File: src/design/cct_div.sv
`timescale 1ns / 1ps
// ----------------------------------------------------------------------------
// cct_div
// Pipelined restoring divider, one quotient bit per stage. The quotient must
// fit in QW bits, so the upper DW bits of the numerator are below the divisor.
// ----------------------------------------------------------------------------
module cct_div #(
    parameter int DW = 32,
    parameter int QW = 31
) (
    input  logic             i_clk,
    input  logic             i_en,
    input  logic [DW+QW-1:0] i_num,
    input  logic [DW-1:0]    i_den,
    output logic [QW-1:0]    o_quo
);

    logic [DW-1:0] r_rem [QW];
    logic [DW-1:0] r_den [QW];
    logic [QW-1:0] r_lq  [QW];

    for (genvar k = 0; k < QW; k++) begin : g_stage
        logic [DW-1:0] rem_in;
        logic [DW-1:0] den_in;
        logic [QW-1:0] lq_in;
        logic [DW:0]   trial;
        logic [DW:0]   diff;
        logic [DW-1:0] n_rem;
        logic [QW-1:0] n_lq;

        if (k == 0) begin : g_first
            assign rem_in = i_num[DW+QW-1:QW];
            assign den_in = i_den;
            assign lq_in  = i_num[QW-1:0];
        end else begin : g_next
            assign rem_in = r_rem[k-1];
            assign den_in = r_den[k-1];
            assign lq_in  = r_lq[k-1];
        end

        assign trial = {rem_in, lq_in[QW-1]};
        assign diff  = trial - {1'b0, den_in};

        always_comb begin
            if (trial >= {1'b0, den_in}) begin
                n_rem = diff[DW-1:0];
                n_lq  = QW'({lq_in, 1'b1});
            end else begin
                n_rem = trial[DW-1:0];
                n_lq  = QW'({lq_in, 1'b0});
            end
        end

        always_ff @(posedge i_clk) begin
            if (i_en) begin
                r_rem[k] <= n_rem;
                r_den[k] <= den_in;
                r_lq[k]  <= n_lq;
            end
        end
    end

    assign o_quo = r_lq[QW-1];

endmodule

File: config.mk
export PLATFORM = sky130hd
export DESIGN_NAME = cct_div
export DESIGN_NICKNAME = d
export VERILOG_FILES = /design/src/design/cct_div.sv
export SDC_FILE = /design/constraint.sdc
export NUM_CORES = 2
export LEC_CHECK = 0
export BUFFER_PORTS_ARGS = -buffer_cell sky130_fd_sc_hd__clkbuf_2
export CAP_MARGIN = 20
export CORE_ASPECT_RATIO = 2
export CORE_UTILIZATION = 62
export CTS_BUF_LIST = sky130_fd_sc_hd__clkbuf_4
export CTS_CLUSTER_DIAMETER = 40
export CTS_CLUSTER_SIZE = 20
export DETAILED_ROUTE_END_ITERATION = 16
export PLACE_DENSITY = 0.8
export REMOVE_ABC_BUFFERS = 1
export SYNTH_ARGS = -nofsm -noshare
export SYNTH_HDL_FRONTEND = slang
export SYNTH_SLANG_ARGS = --single-unit
File: constraint.sdc
create_clock -name i_clk -period 6.65 [get_ports i_clk]
set_input_delay 0.3325 -clock i_clk [delete_from_list [all_inputs] [get_ports i_clk]]
set_output_delay 0.3325 -clock i_clk [all_outputs]
set_load 0.05 [all_outputs]
==> out/results.tsv <==
stage	metric	value	unit
pwr	Clock Power Share	11.6	%
cells_and_area	area grow syn2layout	7.94	%
cells_and_area	nets@finish	14241	
critical_path	CP required	7750	ps
pwr	peak supply drop	0.000290	V
global_routing	number of global-route vias before repair	112637	
placement	placed insts	15833	
critical_path	critical setup path kind	reg2reg	
floorplanning	CORE AREA	241000	um2
placement	Place WS	1130	ps
synthesis	Synth Warn #	0	
clock_tree	Worst-path clk slew	170	ps
cells_and_area	final non-filler cell total	16546	
timing	Max Slew Vio Count	0	
global_routing	gr usage total	40.9	%
routing	routed len/inst	29.9	um
timing	worst rel slew slack	11.6	%
synthesis	Seq/Total Area, Yosys	57.4	%
synthesis	Yosys reg bits	2881	
timing	Fin. Hold Viols	0	
timing	setup TNS	0	ps
clock_tree	H-tree Lvls	4	
pwr	Comb power frac	52.6	%
timing	f_max	157	MHz
clock_tree	Clock Sinks	2881	
floorplanning	IO Pins	128	
clock_tree	Skew-Pair Late Insertion Delay	1570	ps
placement	Placer Congestion	1.08	
critical_path	CP Capture Type	flip-flop	
pwr	Power Total	81.9	mW
pwr	Leak	65.7	nW
timing	fin crit period	6380	ps
timing	Worst Tran Pin Value	1310	ps
synthesis	Avg Cell Area, Syn	12.0	um2
synthesis	leading area contributor after synthesis	edfxtp_1	
pwr	PD cells	503	nW/um2
synthesis	synthesized area	151000	um2
synthesis	area share of the largest cell type after synthesis	57.4	%
timing	crit share post-route	96.0	%
cells_and_area	fin area	163000	um2
floorplanning	Starting Density	62.5	%
timing	RSZ-0062 raised after global routing	false	
clock_tree	Clock Path Buffers	4	
clock_tree	CTS tree	done	
global_routing	global-route wire length before repair	713	mm
pwr	sequential power share	35.8	%
clock_tree	CTS buffer count	238	
pwr	Sw Pwr	36.2	mW
global_routing	GRT Residual Overflow	0	
routing	vias per cell	6.44	
timing	fin worst setup slack	267	ps
critical_path	CP Data Arrival Time	7480	ps
routing	DR pass1 iterations	9	
routing	DRT iter0 DRCs	8197	
critical_path	worst-path fanout max	19	
global_routing	largest net degree at the start of global routing	200	
global_routing	initial antenna violation count	48	
synthesis	post-synth cell types	97	
clock_tree	root buffer cell	clkbuf_4	
timing	# setup viols final	0	
routing	vias	106505	
pwr	Internal	45.7	mW
run	Max-Cap Viols	0	
critical_path	crit path launch	r_den[1][287]$_DFFE_PP_	
synthesis	Post-synth EDFFs	2881	
routing	WL final	495	mm
floorplanning	Die Span Y	699	um
routing	Antenna Nets Post-Route	0	
placement	IO Port Bufs	127	
min_path	Worst Hold Class	in2reg	
synthesis	Synth async-reset ratio	0	%
cells_and_area	layout cell share with drive strength beyond 1	9.69	%
placement	Placed Area	156000	um2
synthesis	Synth Flop Type	edfxtp_1	
synthesis	largest cells by area after synthesis	edfxtp_1 (57%), ha_1 (8.2%), inv_1 (3.3%)	
critical_path	RR Startpoint	r_den[1][287]$_DFFE_PP_	
placement	post-detail-place hpwl	380	mm
critical_path	Worst setup SP type	flip-flop	
min_path	Hold Crit Start	i_den[10]	
routing	DRC Markers	0	
run_status	status	completed	
timing	Max Clock Skew	145	ps
floorplanning	standard-cell row count	255	
floorplanning	Chip Width	351	um
pwr	switching part of the total	44.2	%
synthesis	Syn Inst Count	12605	
floorplanning	Die ar.	245000	um2
==> cells in the mapped netlist (45+ instances only) <==
cell type,instances
edfxtp_1,2881
o21a_1,133
or3_1,52
nand3_1,213
nand2b_1,119
nor4_1,45
nand4_1,142
nand2_1,798
clkbuf_1,231
o211ai_1,59
a211oi_1,85
inv_1,1318
xnor2_1,481
a31oi_1,95
nor2b_1,138
and2_1,51
mux2_2,431
ha_1,992
xor2_1,269
o31ai_1,81
a21o_1,508
o21ai_0,753
mux2i_1,57
nor2_1,673
a21oi_1,948
o21bai_1,148
and3_1,87
nor3_1,180
==> what timing repair did <==
item	4_1_cts	5_1_grt
hold buffers	239	0
buffers inserted	0	0
endpoints found under the hold margin	1109	0
gates resized for setup	0	0
==> worst max-delay path, cell delays in order (launching register included) <==
cell,delay (ps)
edfxtp_1,860
inv_1,110
ha_1,940
nand4_1,410
nor4_1,1090
nand2_1,130
nor4_1,560
or3_1,320
a21o_1,160
o41ai_4,90
buf_4,220
o31ai_1,1100
==> power groups by stage <==
| stage | clock network, mW | logic (mW) | registers (mW) |
|---|---|---|---|
| global route | 10.1 | 45.6 | 29.5 |
| finish | 9.47 | 43.1 | 29.3 |
| global placement | 0 | 39.7 | 29.3 |
| CTS | 9.54 | 41.3 | 29.1 |
| detailed placement | 0 | 40.9 | 29.5 |
| floorplan | 0 | 27.8 | 28.0 |
==> per-layer routing <==
layer / track usage (%) / wire [um] / vias to the layer above / part of all wire [%]
met1: 27.7 / 120000 / 51047 / 24
met2: 75.2 / 264000 / 4960 / 53
met5: 0 / 135 / - / 0.027
met4: 55.6 / 83300 / 22 / 17
li1: - / - / 47520 / -
met3: 10.4 / 28000 / 2956 / 5.7
==> cell families (layout without fill, tap and decap cells) <==
family / Yosys count / in the layout / synth area share, %
buf+inv: 1601 / 2283 / 4.04
compound gates: 3208 / 3208 / 13.4
simple gates: 2630 / 2630 / 8.27
flops: 2881 / 2881 / 57.4
mux: 513 / 513 / 3.84
fa+ha+maj: 1022 / 1022 / 8.64
xor+xnor: 750 / 750 / 4.36
other cells: 0 / 47 / 0
==> path summary, 6_finish.rpt <==
path                                   to  slack [ps]  cells after the start
setup / recovery  r_rem[1][311]$_DFFE_PP_         270                     11
hold / removal     r_den[0][10]$_DFFE_PP_          70                      3
hold reg to reg     r_lq[1][53]$_DFFE_PP_         380                      0
setup reg to reg  r_rem[1][311]$_DFFE_PP_         270                     11
==> per-stage QoR <==
stage	hold WS (ps)	util, %
6_report	70.7	67.4
5_1_grt	46.8	67.4
2_1_floorplan	400	-
4_1_cts	3.13	67.2
3_3_place_gp	400	64.6
3_5_place_dp	405	64.7
==> layout make-up <==
class | count | area (um2)
clock inverters | 154 | 1940
clock buffers | 251 | 1880
well taps | 3212 | 4020
diodes | 47 | 118
inverters | 1321 | 4960
multi-input cells | 8123 | 58400
fillers | 17406 | 78600
flip-flops and latches | 2881 | 86500
repair buffers | 557 | 4760
==> layout by cell type, fill, tap and decap left out, drive strengths merged, types with 24 or more instances in the layout <==
cell type	n
edfxtp	2881
inv	1392
ha	992
a21oi	949
nand2	798
o21ai	766
nor2	673
a21o	508
xnor2	481
mux2	456
clkbuf	385
xor2	269
dlygate4sd3	239
nand3	213
buf	183
nor3	180
o21bai	148
nand4	142
nor2b	138
o21a	133
nand2b	119
a31oi	96
and3	87
a211oi	87
o31ai	81
o211ai	59
mux2i	57
clkinv	57
and2	55
or3	52
diode	47
nor4	45
o31a	38
or2	37
a21boi	37
fa	30
a41oi	26
and4	24
a2111oi	24
==> registers in the layout, summed over array words and instances (netlist names) <==
signal / cells
r_rem: 960
r_den: 960
r_lq: 961
No activity file was read; power rests on OpenSTA's default activity.
