[config.mk]
export PLATFORM = sky130hd
export DESIGN_NAME = cct_isqrt
export DESIGN_NICKNAME = d
export VERILOG_FILES = /design/src/design/cct_pkg.sv /design/src/design/cct_isqrt.sv
export SDC_FILE = /design/constraint.sdc
export NUM_CORES = 2
export LEC_CHECK = 0
export BUFFER_PORTS_ARGS = -buffer_cell sky130_fd_sc_hd__buf_4
export CORE_MARGIN = 5
export CORE_UTILIZATION = 45
export DETAILED_ROUTE_END_ITERATION = 8
export GPL_ROUTABILITY_DRIVEN = 1
export GPL_TIMING_DRIVEN = 0
export PLACE_DENSITY = 0.63
export SETUP_SLACK_MARGIN = 0.4
export SKIP_CTS_REPAIR_TIMING = 1
export SYNTH_ARGS = -nofsm -noshare
export SYNTH_HDL_FRONTEND = slang
export SYNTH_SLANG_ARGS = --single-unit
[constraint.sdc]
create_clock -name i_clk -period 4.84 [get_ports i_clk]
set_input_delay 0.968 -clock i_clk [delete_from_list [all_inputs] [get_ports i_clk]]
set_output_delay 0.968 -clock i_clk [all_outputs]
set_load 0.005 [all_outputs]
[src/design/cct_pkg.sv]
`timescale 1ns / 1ps
// ----------------------------------------------------------------------------
// cct_pkg
// Types and constants shared by the circle collision tester and its units.
// ----------------------------------------------------------------------------
package cct_pkg;

    localparam logic CMD_CIRCLE  = 1'b0;
    localparam logic CMD_SEGMENT = 1'b1;

    localparam int T_BITS   = 30;
    localparam int DEN_BITS = 65;
    localparam int LEN_BITS = 32;
    localparam int RAD_BITS = 63;
    localparam int QUO_BITS = 31;
    localparam int UNIT_Q14 = 16384;

    typedef enum logic [1:0] {
        SEL_START,
        SEL_END,
        SEL_DIV
    } t_seg_sel;

    typedef struct packed {
        logic                cmd;
        logic                hit_c;
        t_seg_sel            sel;
        logic signed [31:0]  cx;
        logic signed [31:0]  cy;
        logic        [30:0]  qr;
        logic signed [31:0]  sx;
        logic signed [31:0]  sy;
        logic        [30:0]  sr;
        logic signed [31:0]  ex;
        logic signed [31:0]  ey;
        logic signed [32:0]  vx;
        logic signed [32:0]  vy;
        logic signed [32:0]  dx;
        logic signed [32:0]  dy;
    } t_front;

    typedef struct packed {
        logic                cmd;
        logic                hit;
        logic        [30:0]  ax;
        logic        [30:0]  ay;
        logic                neg_x;
        logic                neg_y;
        logic signed [31:0]  base_x;
        logic signed [31:0]  base_y;
        logic        [30:0]  sr;
    } t_back;

    typedef struct packed {
        logic                cmd;
        logic                hit;
        logic                neg_x;
        logic                neg_y;
        logic signed [31:0]  base_x;
        logic signed [31:0]  base_y;
        logic                len_zero;
    } t_tail;

endpackage

[src/design/cct_isqrt.sv]
`timescale 1ns / 1ps
// ----------------------------------------------------------------------------
// cct_isqrt
// Pipelined integer square root (floor), one root bit per stage, working on
// the remainder of the radicand after the root found so far.
// ----------------------------------------------------------------------------
module cct_isqrt (
    input  logic                          i_clk,
    input  logic                          i_en,
    input  logic [cct_pkg::RAD_BITS-1:0]  i_rad,
    output logic [cct_pkg::LEN_BITS-1:0]  o_root
);

    localparam int LB = cct_pkg::LEN_BITS;
    localparam int RW = 2 * LB;

    logic [RW-1:0] r_rem  [LB];
    logic [LB-1:0] r_root [LB];

    for (genvar k = 0; k < LB; k++) begin : g_stage
        localparam int BIT = LB - 1 - k;
        logic [RW-1:0] rem_in;
        logic [LB-1:0] root_in;
        logic [RW-1:0] trial;
        logic [RW-1:0] n_rem;
        logic [LB-1:0] n_root;

        if (k == 0) begin : g_first
            assign rem_in  = RW'(i_rad);
            assign root_in = '0;
        end else begin : g_next
            assign rem_in  = r_rem[k-1];
            assign root_in = r_root[k-1];
        end

        assign trial = (RW'(root_in) << (BIT + 1)) | (RW'(1) << (2 * BIT));

        always_comb begin
            if (rem_in >= trial) begin
                n_rem  = rem_in - trial;
                n_root = root_in | (LB'(1) << BIT);
            end else begin
                n_rem  = rem_in;
                n_root = root_in;
            end
        end

        always_ff @(posedge i_clk) begin
            if (i_en) begin
                r_rem[k]  <= n_rem;
                r_root[k] <= n_root;
            end
        end
    end

    assign o_root = r_root[LB-1];

endmodule

==> impl_metrics.toml <==
[floorplan]
pin_count = 97
die_area_um2 = 277500
dieWidth_um = 526.8
die_h_um = 526.8
fp-row-count = 189
coreArea_um2 = 265600
start_util = 0.4525

[clock_tree]
numCtsBuffers = 282
clk_latency_ns = 0.90
cts_num_sinks = 2512
clockBufferDepth = 4
clk_pin_slew_ns = 0.06
tritoncts = "yes"
cts-root-buf = "clkbuf_16"
htreeDepth = 5

[final_layout]
final_layout_size_suffix_gt1_frac = 0.07329
mostFrequentLayoutCell = "edfxtp_1"
syn2layout_area_growth_pct = 12.57
finish.utilization = 0.5094
nets = 10593
final_cell_mix = "2512 x edfxtp_1, 697 x inv_1, 647 x nor2_1"

[synthesis]
syn_inst = 9574
ys_types = 91
synthArstFlopShare = 0
ys_seq_elements = 2512
ys_seq_area_frac = 0.6277
ys_warn_count = 0
syn_area_um2 = 120200
syn_area_per_cell_um2 = 12.55
yosys_most_used_dff = "edfxtp_1"
synth_edf_count = 2512

[routing]
vias_per_cell = 5.600
first_pass_iters = 8
drc = 0
drt_iter0_drc = 6953
routed_wl_um = 301100
wl_per_cell_um = 21.93
via_count = 76885
ant_nets = 0

[critical_path]
cp-start-kind = "flip-flop"
worstPathRequired_ns = 5.44
r2r_cells = 11
cp-end-kind = "flip-flop"
worstPathArrival_ns = 4.95
path_max_fanout = 6
critPathKind = "reg2reg"

[power]
ir_worst_vdd_uv = 299.9
swShare = 0.3000
p_int_w = 0.04552
combPwrFrac = 0.215
p_leak_nw = 50.67
clkPwrFrac = 0.323
p_sw_w = 0.01951
power_frac_seq = 0.462
powerDensity_nw_per_um2 = 480.8
p_total_w = 0.06504

[global_route]
grt_start_max_net_pins = 196
grtUsageTotal = 0.2105
grt_overflow_total = 0
grt_pass1_vias = 75033
antenna_found_initial = 19
grt_pass1_wl_um = 455400

[sta]
drv_slew = 0
skew_ns = 0.08675
clock.fmax_ghz = 0.2298
relSlewSlack = 0.1145
fin_crit_sh = 0.8989
rsz0062_at_grt = "yes"
setup_viol = 0
worstMarginPinSlew_ns = 1.318
hold_viol = 0
min_period_ns = 4.351

[status]
status = "completed"

[placement]
gp_congestion = 0.9184
port-buffer-count = 95
dp_hpwl_um = 227800

[job]
drv_cap = 0

[min_path]
min_path_type = "in2reg"
hold_depth = 1
## cell type report
cell class                      instances  area (um^2)
Antenna cell                            3        7.507
Buffer                                195        802.0
Clock buffer                          330         7301
Clock inverter                        175         1792
Fill cell                           22885       130300
Inverter                              702         2635
Multi-Input combinational cell       6166        41740
Sequential cell                      2512        75430
Tap cell                             3533         4420
Timing Repair Buffer                  113         1145
## path summary, 6_finish.rpt
check	from	to	slack [ns]
max	r_rem[1][848]	r_rem[1][953]	0.49
min	i_rad[62]	r_root[0][31]	0.24
max reg2reg	r_rem[1][848]	r_rem[1][953]	0.49
min reg2reg	r_rem[1][515]	r_rem[1][579]	0.41
## power groups by stage
| stage | Sequential (W) | Combinational, W | Clock (W) |
|---|---|---|---|
| 2_1_floorplan | 0.0293 | 0.0100 | 0 |
| 3_3_place_gp | 0.0314 | 0.0136 | 0 |
| 3_5_place_dp | 0.0305 | 0.0137 | 0 |
| 4_1_cts | 0.0301 | 0.0138 | 0.0216 |
| 5_1_grt | 0.0303 | 0.0155 | 0.0226 |
| 6_report | 0.0300 | 0.0140 | 0.0210 |
## critical path, cell delays in order, from the launching register on
cell and delay [ns]:
edfxtp_1 0.42, ha_1 0.43, a21oi_1 0.23, o21ai_0 0.19, a211oi_1 0.58, o22ai_1 0.17
a31oi_1 0.42, a21oi_1 0.21, a221o_1 0.39, a2111o_1 0.52, nor4_1 0.39, xor2_1 0.13
## stage by stage
stage          area [um^2]  cells  hold WS [ns]  setup slack (ns)  setup TNS (ns)
6_report            135300  13729        0.2354            0.4892               0
5_1_grt             135300  13727        0.1805            0.3828               0
4_1_cts             134800  13723        0.1512            -1.012          -35.60
3_5_place_dp        125700  13218        0.4320            -1.003          -41.43
3_3_place_gp        125300  13203        0.4256            -19.73               -
2_1_floorplan       120200   9575        0.4166             1.243               0
## sequential cells by signal, indices dropped and copies added (netlist names)
name	count
r_rem	1984
r_root	528
## synth_stat cells, types with 36 or more instances
master | instances | share of area
a211oi_1 | 47 | 0.0029
a21o_1 | 253 | 0.016
a21oi_1 | 626 | 0.026
a31oi_1 | 42 | 0.0022
and3_1 | 42 | 0.0022
clkbuf_1 | 178 | 0.0056
edfxtp_1 | 2512 | 0.63
ha_1 | 556 | 0.058
inv_1 | 697 | 0.022
mux2_2 | 72 | 0.0067
nand2_1 | 614 | 0.019
nand2b_1 | 112 | 0.0058
nand3_1 | 142 | 0.0059
nand3b_1 | 36 | 0.0022
nand4_1 | 172 | 0.0090
nor2_1 | 649 | 0.020
nor2b_1 | 76 | 0.0040
nor3_1 | 263 | 0.011
nor4_1 | 336 | 0.017
nor4b_1 | 51 | 0.0037
o211ai_1 | 41 | 0.0026
o21a_1 | 88 | 0.0055
o21ai_0 | 412 | 0.017
o21bai_1 | 61 | 0.0038
or2_2 | 36 | 0.0019
or3_1 | 87 | 0.0045
or4_1 | 74 | 0.0046
xnor2_1 | 477 | 0.035
xor2_1 | 419 | 0.031
## cell families after synthesis
logic type,count (synthesis),share of synthesized area
AND/OR/NAND/NOR,2801,0.1194
XOR/XNOR,896,0.06530
AO/OA/AOI/OAI,1827,0.09388
other,1,0.00003121
flip-flops,2512,0.6277
buffers and inverters,897,0.02807
adder cells (fa/ha/maj),556,0.05789
multiplexers,84,0.007746
## layer usage
| layer | up-vias | GRT usage | share of wire |
|---|---|---|---|
| met5 | - | 0 | 0.000043 |
| li1 | 36576 | - | - |
| met4 | 2 | 0.03947 | 0.017 |
| met3 | 344 | 0.03285 | 0.058 |
| met2 | 1986 | 0.3457 | 0.47 |
| met1 | 37977 | 0.3000 | 0.45 |
Note: power is estimated with default switching activity, not from simulation.
