**src/design/cct_delay.sv**
```systemverilog
`timescale 1ns / 1ps
// ----------------------------------------------------------------------------
// cct_delay
// Enabled delay line that carries side data and its valid bit alongside a
// pipelined arithmetic unit of the same depth.
// ----------------------------------------------------------------------------
module cct_delay #(
    parameter int W     = 8,
    parameter int DEPTH = 4
) (
    input  logic         i_clk,
    input  logic         i_rst_n,
    input  logic         i_en,
    input  logic         i_valid,
    input  logic [W-1:0] i_data,
    output logic         o_valid,
    output logic [W-1:0] o_data
);

    logic [W-1:0]     r_data [DEPTH];
    logic [DEPTH-1:0] r_valid;

    always_ff @(posedge i_clk) begin
        if (!i_rst_n) begin
            r_valid <= '0;
        end else if (i_en) begin
            r_valid <= DEPTH'({r_valid, i_valid});
        end
    end

    always_ff @(posedge i_clk) begin
        if (i_en) begin
            r_data[0] <= i_data;
            for (int k = 1; k < DEPTH; k++) begin
                r_data[k] <= r_data[k-1];
            end
        end
    end

    assign o_valid = r_valid[DEPTH-1];
    assign o_data  = r_data[DEPTH-1];

endmodule

```
**config.mk**
```make
export PLATFORM = sky130hd
export DESIGN_NAME = cct_delay
export DESIGN_NICKNAME = d
export VERILOG_FILES = /design/src/design/cct_delay.sv
export SDC_FILE = /design/constraint.sdc
export NUM_CORES = 1
export LEC_CHECK = 0
export BUFFER_PORTS_ARGS = -buffer_cell sky130_fd_sc_hd__buf_2
export CAP_MARGIN = 20
export CORE_MARGIN = 3
export CORE_UTILIZATION = 42
export DETAILED_ROUTE_END_ITERATION = 12
export HOLD_SLACK_MARGIN = 0.08
export PLACE_DENSITY = 0.7
export SYNTH_ARGS = -nofsm -noshare
export SYNTH_HDL_FRONTEND = slang
export SYNTH_SLANG_ARGS = --single-unit
```
**constraint.sdc**
```tcl
create_clock -name i_clk -period 0.8 [get_ports i_clk]
set_input_delay 0.12 -clock i_clk [delete_from_list [all_inputs] [get_ports i_clk]]
set_output_delay 0.12 -clock i_clk [all_outputs]
set_load 0.02 [all_outputs]
```
==> results of run 1 <==
worst max path at each step:
stage	startpoint	to	depth (start not counted)
after detailed placement	i_en	r_valid[1]	4
after global placement	i_en	r_valid[0]	4
after floorplan	r_valid[3]	r_valid[3]	2
final	r_data[3][7]	o_data[7]	1
after global routing	r_data[3][2]	o_data[2]	1
after CTS	r_data[3][5]	o_data[5]	1
per-layer routing:
| layer | up-vias | track usage (%) |
|---|---|---|
| li1 | 250 | - |
| met1 | 225 | 9.97 |
| met2 | 24 | 14.8 |
| met3 | 9 | 5.20 |
| met4 | 0 | 10.9 |
| met5 | - | 0 |
power groups by stage:
stage	logic, W	registers, W	clock network (W)
floorplan	0.0000222	0.00227	0
global placement	0.000145	0.00224	0
detailed placement	0.000153	0.00225	0
CTS	0.000189	0.00221	0.000904
global route	0.000220	0.00222	0.000976
finish	0.000206	0.00221	0.000853
registers in the layout, summed over array words and instances, names as in the netlist:
name     flops
r_data      32
r_valid      4
timing repair:
action	4_1_cts	5_1_grt
gates resized for setup	3	10
cloned	0	0
hold endpoints to repair	12	0
hold buffers	10	0
endpoints found under the setup margin	9	9
setup buffers	0	1
final cells by class:
class / instances / area share, %
Sequential cell: 36 / 70.4
Timing Repair Buffer: 33 / 19.3
Multi-Input combinational cell: 8 / 4.39
Clock buffer: 5 / 2.53
Tap cell: 30 / 2.53
Clock inverter: 3 / 0.929
kinds of logic after synthesis:
family                 share of synthesized area (%)
buffers and inverters                           1.01
flip-flops                                      93.2
AND/OR/NAND/NOR                                 2.24
multiplexers                                    3.58
stage by stage:
step                      setup WS [ns]  total power, W
after floorplan                   0.132         0.00229
after global placement           0.0504         0.00239
after detailed placement       -0.00298         0.00240
after CTS                        -0.217         0.00330
after global routing             -0.232         0.00342
final                            -0.178         0.00327
cells in the final DEF, fill, tap and decap left out, drive strengths merged:
cell,instances
buf,23
clkbuf,5
clkinv,3
dfxtp,4
dlygate4sd3,10
edfxtp,32
mux2i,4
nor2b,4
==> impl_results.md, run 1 <==
* Worst Hold Depth at 2
* Initial antenna violation count at 0
* Hold crit path type: primary input to flop
* Top delay family on crit path: flip-flops
* Combinational share of power at 6.3%
* Critical path class: flop to output pin
* Count of flip-flops with a built-in enable after synthesis at 32
* Critical path buffers and inverters at 1
* Worst Skew at 0.00804 ns
* # diodes at 0
* I/O Pins at 21
* Max VDD drop at 1.47 mV
* Area taken by multi-input logic gates at 65.1 µm²
* DR iter-0 viols at 13
* Fin crit period at 0.978 ns
* Ys async rst share at 0%
* Status: complete, but fails checks
* Seq/Total Area, Yosys at 93.2%
* Unique masters post-synth at 5
* CP Cell Sequence: buf_6
* Fin nets at 96
* FF/Latch Area at 0.00104 mm²
* Synth warn at 0
* Power Dens Cells at 2210 mW/mm²
* Post-route cell area at 0.00148 mm²
* Critical Path Max Stage Delay at 0.39 ns
* Placement Rows at 18
* P_leak at 0.564 nW
* Drt total wl at 1.45 mm
* Reg2Reg Setup Slack at 0.05 ns
* Drt first pass iters at 4
* Slew Limit Fails at 0
* Vias in the first global route at 521
* TNS Setup at -1.44 ns
* CTS tree: built
* CP Launch Type: flop
* Met3 WL post-DR at 127 µm
* WP data arrival at 0.86 ns
* CTS root buffer: clkbuf_4
* Mapped cell area at 0.00112 mm²
* Clock transition at path regs at 0.10 ns
* Hold Crit Start: i_en
* Sw Ratio at 20.1%
* Utilization after layout at 59.3%
* Final setup vio count at 9
* WHS Endpoint: r_data[0][1]
* Num CTS Buffers at 5
* RSZ-0062 raised after global routing: true
* WL/cell at 12.6 µm
* Synth-to-Final Area Change at 32.6%
* R2R Path Start: r_valid[3]
* Peak Freq at 1020 MHz
* Placed Cells incl. Taps at 96
* Synth top cells by count: edfxtp_1, dfxtp_1, mux2i_1, nor2b_1, buf_6
* Number of failing hold endpoints at the final stage at 0
* Crit-path slowest cell: edfxtp_1
* Port Buf Inserts at 20
* Synth area leader: edfxtp_1
* Reg power frac at 67.6%
* Crit path capture type: output pin
* Final period utilization at 122%
* DIE WIDTH at 57.6 µm
* Final Wtd Congestion at 0.577
* Largest net degree at the start of global routing at 25
* Detailed-route via count at 508
* CP required at 0.68 ns
* Die area at 0.00331 mm²
* WHS at 0.199 ns
* Worst Tran Pin Value at 0.161 ns
* Grt total ovfl at 0
* Syn_nets at 57
* Ratio of cells with drive above 1 in the final layout at 36.5%
* Syn Inst Count at 45
* # DRC at 0
* Failing checks: setup timing
* CP max FO at 1
* Cell Area, Placed at 0.00128 mm²
* Die height at 57.6 µm
* R2R cell count at 3
* Most numerous cell in the Yosys netlist: edfxtp_1
* GRT Util Overall at 10.2%
* Antenna viol nets, final at 0
* #FFs+latches synth at 36
* Int Pwr at 0.00261 W
* DR top layer: met4
* CTS HTree Levels at 2
* CTS max path bufs at 2
* Synth top area share at 86.0%
* Worst-Skew Late Latency at 0.32 ns
* Vias per cell at 4.42
* Worst setup slack after layout at -0.178 ns
* Fillers at 186
* WL met2 at 712 µm
* End of the worst register-to-register path: r_valid[3]
* Main synth FF type: edfxtp_1
* Fin cells at 115
* Synth area leaders: edfxtp_1, dfxtp_1, mux2i_1
* Maximum Capacitance Violations at 0
* Psw at 0.000655 W
* CTS sink cnt at 36
* Max-slew headroom at 88.9%
* First-pass GRT wire length at 2.31 mm
* Clock share of power at 26.1%
* Starting Density at 44.7%
* CORE AREA at 0.00250 mm²
* Metal1 wirelength at 530 µm
* Synth Area per Inst at 24.8 µm²
Note: power is estimated with default switching activity, not from simulation.
==> inputs of run 2 (changes only) <==
- ABC_AREA: not set -> 1
==> impl_results.md, run 2 <==
* Fin nets at 107 (+11%)
* Commonest non-fill, non-tap cell in the layout: edfxtp_1
* CTS tree: built
* DR iter-0 viols at 5 (-8)
* Slew Limit Fails at 0 (unchanged)
* Ys async rst share at 0% (unchanged)
* Max-slew headroom at 92.0% (+3.1 points)
* CP required at 0.68 ns (about the same)
* Initial antenna violation count at 0 (unchanged)
* Synth area leader: edfxtp_1
* Fillers at 196 (+5.4%)
* Detailed-route via count at 544 (+7.1%)
* Int Pwr at 0.00262 W (+0.41%)
* CTS HTree Levels at 2 (unchanged)
* CORE AREA at 0.00252 mm² (+0.90%)
* Drt first pass iters at 6 (+2)
* GRT Util Overall at 10.5% (+0.24 points)
* Most numerous cell in the Yosys netlist: edfxtp_1
* DIE WIDTH at 57.8 µm (+0.41%)
* FF/Latch Area at 0.00104 mm² (unchanged)
* Antenna viol nets, final at 0 (unchanged)
* Seq/Total Area, Yosys at 92.3% (-0.83 points)
* CTS sink cnt at 36 (unchanged)
* Synth warn at 0 (unchanged)
* I/O Pins at 21 (unchanged)
* Sw Ratio at 20.5% (+0.41 points)
* TNS Setup at -1.48 ns (-0.0373 ns)
* Number of failing hold endpoints at the final stage at 0 (unchanged)
* Crit-path slowest cell: edfxtp_1
* Synth area leaders: edfxtp_1, dfxtp_1, nand2_1
* Clock transition at path regs at 0.10 ns (about the same)
* Port Buf Inserts at 20 (unchanged)
* Starting Density at 44.7% (about the same)
* Final setup vio count at 9 (unchanged)
* Post-CTS Setup Bufs at 0 (unchanged)
* Hold crit path type: primary input to flop
* Worst-Skew Late Latency at 0.32 ns (about the same)
* Count of flip-flops with a built-in enable after synthesis at 32 (unchanged)
* Die height at 57.8 µm (+0.41%)
* Final period utilization at 122% (+0.19 points)
* CP Cell Sequence: buf_6
* Critical path buffers and inverters at 1 (unchanged)
* Syn_nets at 69 (+21%)
* Critical path class: flop to output pin
* Unique masters post-synth at 6 (+1)
* Most frequent cells in the layout: edfxtp_1, buf_2, dlygate4sd3_1, nor2_1, nand2_1
* Reg2Reg Setup Slack at 0.17 ns (+0.12 ns)
* Vias per cell at 4.32 (-2.3%)
* Top delay family on crit path: flip-flops
* CTS root buffer: clkbuf_4
* Reg power frac at 67.2% (-0.4 points)
* WP data arrival at 0.86 ns (about the same)
* Worst Skew at 0.00562 ns (-0.00242 ns)
* Main synth FF type: edfxtp_1
* Status: complete, but fails checks
* CTS max path bufs at 2 (unchanged)
* Synth top cells by count: edfxtp_1, nand2_1, nor2_1
* Clock share of power at 26.0% (about the same)
* Failing checks: setup timing
* PnR Total Power at 0.00330 W (+0.93%)
* Synth Area per Inst at 19.8 µm² (-20%)
* Placement Rows at 18 (unchanged)
* Grt total ovfl at 0 (unchanged)
* Psw at 0.000675 W (+3.0%)
* WL/cell at 10.7 µm (-15%)
* Drt total wl at 1.35 mm (-6.7%)
* #FFs+latches synth at 36 (unchanged)
* Die area at 0.00334 mm² (+0.82%)
* # DRC at 0 (unchanged)
* Ratio of cells with drive above 1 in the final layout at 31.3% (-5.2 points)
* Synth-to-Final Area Change at 31.1%
* Synth top area share at 85.2% (-0.76 points)
* Fin crit period at 0.980 ns (+0.00152 ns)
* First-pass GRT wire length at 2.33 mm (+0.61%)
* P_leak at 0.581 nW (+3.0%)
* Mapped cell area at 0.00113 mm² (+0.90%)
* Combinational share of power at 6.8% (+0.5 points)
* Critical Path Max Stage Delay at 0.39 ns (about the same)
* Final Wtd Congestion at 0.573 (-0.83%)
* CP Launch Type: flop
* Peak Freq at 1020 MHz (-0.15%)
* Syn Inst Count at 57 (+27%)
* Post-DP HPWL at 726 µm
* Power Dens Cells at 2230 mW/mm² (+1.2%)
* Largest net degree at the start of global routing at 26 (+4.0%)
* Register bank with the most flops: r_data
* Maximum Capacitance Violations at 0 (unchanged)
* RSZ-0062 raised after global routing: true
* Crit path capture type: output pin
* Max VDD drop at 1.37 mV (-6.7%)
* Worst Tran Pin Value at 0.120 ns (-0.0417 ns)
* CP max FO at 1 (unchanged)
* Area taken by multi-input logic gates at 60.1 µm² (-7.7%)
* # diodes at 0 (unchanged)
* Num CTS Buffers at 5 (unchanged)
* Vias in the first global route at 585 (+12%)
* Worst setup slack after layout at -0.180 ns (-0.00152 ns)
* Max FFs per register at 32 (unchanged)
* Largest registers: r_data (32), r_valid (4)
## run 2: changes by cell type after synthesis
cell / change
nand2_1: +8
inv_1: +4
mux2i_1: -4
nor2_1: +8
nor2b_1: -4
## run 2: stage by stage
step	util (%)	cell area (µm²)	hold WS, ns	setup slack (ns)	std cells
2_1_floorplan	-	1130	0.219	0.182	57
3_3_place_gp	51.3	1290	0.296	0.0655	108
3_5_place_dp	51.3	1290	0.298	0.0530	108
4_1_cts	57.6	1450	0.194	-0.214	126
5_1_grt	58.6	1480	0.184	-0.265	126
6_report	58.6	1480	0.214	-0.180	126
## run 2: power groups by stage
stage / logic, W / registers [W] / clock network (W)
floorplan: 0.0000338 / 0.00229 / 0
global placement: 0.000165 / 0.00225 / 0
detailed placement: 0.000171 / 0.00226 / 0
CTS: 0.000212 / 0.00222 / 0.000907
global route: 0.000249 / 0.00223 / 0.00102
finish: 0.000224 / 0.00222 / 0.000856
## run 2: per-layer routing
metal / routed length (µm) / vias to the layer above / global-route usage, %
met5: 0 / - / 0
met4: 40 / 0 / 6.95
met3: 129 / 5 / 8.02
met2: 670 / 25 / 16.1
met1: 509 / 240 / 9.49
li1: - / 274 / -
## run 2: layout make-up
cell class | instances | share of cell area, %
repair buffers | 32 | 18.4
clock inverters | 3 | 0.931
well taps | 30 | 2.54
inverters | 4 | 1.02
multi-input cells | 16 | 4.06
clock buffers | 5 | 2.54
flip-flops and latches | 36 | 70.5
## run 2: final timing paths
kind / endpoint / startpoint / cells past startpoint
worst max-delay path: o_data[7] / r_data[3][7] / 1
worst min-delay path: r_data[0][0] / i_en / 2
worst max register to register: r_data[3][4] / r_data[2][4] / 0
worst min register to register: r_data[2][2] / r_data[1][2] / 0
## run 2: logic make-up (layout without fill, tap and decap cells)
family | after synthesis | count (layout) | synth area share [%]
flops | 36 | 36 | 92.3
buf+inv | 5 | 44 | 2.33
simple gates | 16 | 16 | 5.33
## run 2: repair_timing
| item | CTS | global route |
|---|---|---|
| setup endpoints to repair | 9 | 9 |
| endpoints found under the hold margin | 12 | 0 |
| gates resized for setup | 3 | 8 |
| hold buffers | 10 | 0 |
==> inputs of run 3 (changes only) <==
- PLACE_DENSITY: 0.7 -> not set
- PLACE_DENSITY_LB_ADDON: not set -> 0.12
==> impl_results.md, run 3 (same netlist as run 2, synthesis figures left out) <==
* CP required at 0.68 ns (about the same)
* CTS max path bufs at 2 (unchanged)
* Ratio of cells with drive above 1 in the final layout at 30.2% (-1.0 points)
* Clock transition at path regs at 0.10 ns (about the same)
* WL/cell at 10.6 µm (-1.3%)
* Num CTS Buffers at 5 (unchanged)
* Maximum Capacitance Violations at 0 (unchanged)
* CTS sink cnt at 36 (unchanged)
* Placement Rows at 18 (unchanged)
* WHS at 0.209 ns (-0.00453 ns)
* Critical Path Max Stage Delay at 0.39 ns (about the same)
* Starting Density at 44.7% (unchanged)
* Number of failing hold endpoints at the final stage at 0 (unchanged)
* Drt first pass iters at 4 (-2)
* Top delay family on crit path: flip-flops
* Post-CTS Setup Bufs at 0 (unchanged)
* I/O Pins at 21 (unchanged)
* CP max FO at 1 (unchanged)
* Psw at 0.000662 W (-1.9%)
* Initial antenna violation count at 0 (unchanged)
* Synth-to-Final Area Change at 30.6%
* Most frequent cells in the layout: edfxtp_1, buf_2, dlygate4sd3_1, nor2_1, nand2_1
* CTS root buffer: clkbuf_4
* # DRC at 0 (unchanged)
* Final Wtd Congestion at 0.587 (+2.6%)
* Grt total ovfl at 0 (unchanged)
* DR iter-0 viols at 9 (+4)
* Int Pwr at 0.00273 W (+4.0%)
* Fin nets at 107 (unchanged)
* Fin crit period at 0.974 ns (-0.00562 ns)
* Peak Freq at 1030 MHz (+0.58%)
* Commonest non-fill, non-tap cell in the layout: edfxtp_1
* TNS Setup at -1.43 ns (+0.0536 ns)
* CP Cell Sequence: buf_6
* Max-slew headroom at 89.3% (-2.8 points)
* Critical path class: flop to output pin
* Crit path capture type: output pin
* Port Buf Inserts at 20 (unchanged)
* Detailed-route via count at 537 (-1.3%)
* Sw Ratio at 19.5% (-0.94 points)
* CTS HTree Levels at 2 (unchanged)
* Die area at 0.00334 mm² (unchanged)
* Vias per cell at 4.26 (-1.3%)
* Crit-path slowest cell: edfxtp_1
* Worst Tran Pin Value at 0.161 ns (+0.0413 ns)
* Reg power frac at 65.4% (-1.8 points)
* RSZ-0062 raised after global routing: true
* Worst-Skew Late Latency at 0.32 ns (about the same)
* Largest registers: r_data (32), r_valid (4)
* Combinational share of power at 6.4% (-0.4 points)
* Register bank with the most flops: r_data
* Vias in the first global route at 501 (-14%)
* GRT Util Overall at 9.55% (-0.94 points)
* Max FFs per register at 32 (unchanged)
* CORE AREA at 0.00252 mm² (unchanged)
* Clock share of power at 28.2% (+2.2 points)
* Largest net degree at the start of global routing at 33 (+27%)
* Worst Skew at 0.00773 ns (+0.00211 ns)
* Worst setup slack after layout at -0.174 ns (+0.00562 ns)
* Hold crit path type: primary input to flop
* Power Dens Cells at 2300 mW/mm² (+3.2%)
* Final period utilization at 122% (-0.70 points)
* Antenna viol nets, final at 0 (unchanged)
* CTS tree: built
* WP data arrival at 0.85 ns (about the same)
* Final setup vio count at 9 (unchanged)
* Die height at 57.8 µm (unchanged)
* P_leak at 0.576 nW (-0.76%)
* Critical path buffers and inverters at 1 (unchanged)
* # diodes at 0 (unchanged)
* CP Launch Type: flop
* Failing checks: setup timing
* Status: complete, but fails checks
* Fillers at 205 (+4.6%)
* Slew Limit Fails at 0 (unchanged)
* First-pass GRT wire length at 2.16 mm (-7.1%)
* DIE WIDTH at 57.8 µm (unchanged)
* Drt total wl at 1.33 mm (-1.3%)
* Max VDD drop at 1.35 mV (-1.8%)
-- run 3: cell types whose count changed in the layout (fill, tap and decap cells not counted), sizes merged --
cell	delta
clkbuf	+3
clkinv	-3
-- run 3: layer usage --
layer,up-vias,part of all wire (%),global-route usage [%]
met5,-,0,0
met4,0,4.4,9.93
met3,7,8.9,4.90
met2,29,41,12.6
met1,226,45,10.6
li1,275,-,-
-- run 3: what timing repair did --
item                                    4_1_cts  5_1_grt
hold buffers                                 10        0
hold endpoints to repair                     12        0
endpoints found under the setup margin        9        9
resized for setup                             5        6
-- run 3: power groups by stage --
stage	sequential (W)	combinational, W	clock [W]
6_report	0.00222	0.000216	0.000955
3_5_place_dp	0.00226	0.000163	0
3_3_place_gp	0.00225	0.000160	0
5_1_grt	0.00223	0.000235	0.00110
2_1_floorplan	0.00229	0.0000338	0
4_1_cts	0.00222	0.000208	0.00100
-- run 3: final timing paths --
| kind | slack [ns] | to | start | cells after the start |
|---|---|---|---|---|
| worst max-delay path | -0.17 | o_data[0] | r_data[3][0] | 1 |
| worst min register to register | 0.43 | r_data[1][7] | r_data[0][7] | 0 |
| worst min-delay path | 0.21 | r_data[0][6] | i_en | 2 |
| worst max register to register | 0.15 | r_valid[2] | r_valid[1] | 4 |
-- run 3: through the flow --
step	cells	util [%]	area (µm²)	power, W	worst slack [ns]
6_report	126	58.4	1470	0.00339	-0.174
5_1_grt	126	58.4	1470	0.00356	-0.236
4_1_cts	126	57.6	1450	0.00343	-0.207
3_5_place_dp	108	50.8	1280	0.00242	0.0556
3_3_place_gp	108	50.8	1280	0.00241	0.0658
2_1_floorplan	57	-	1130	0.00232	0.182
-- run 3: cell type report --
class	instances	area (µm²)	share of cell area, %
Sequential cell	36	1040	70.8
Tap cell	30	37.5	2.55
Clock buffer	8	58.8	3.99
Timing Repair Buffer	32	259	17.6
Inverter	4	15.0	1.02
Multi-Input combinational cell	16	60.1	4.08
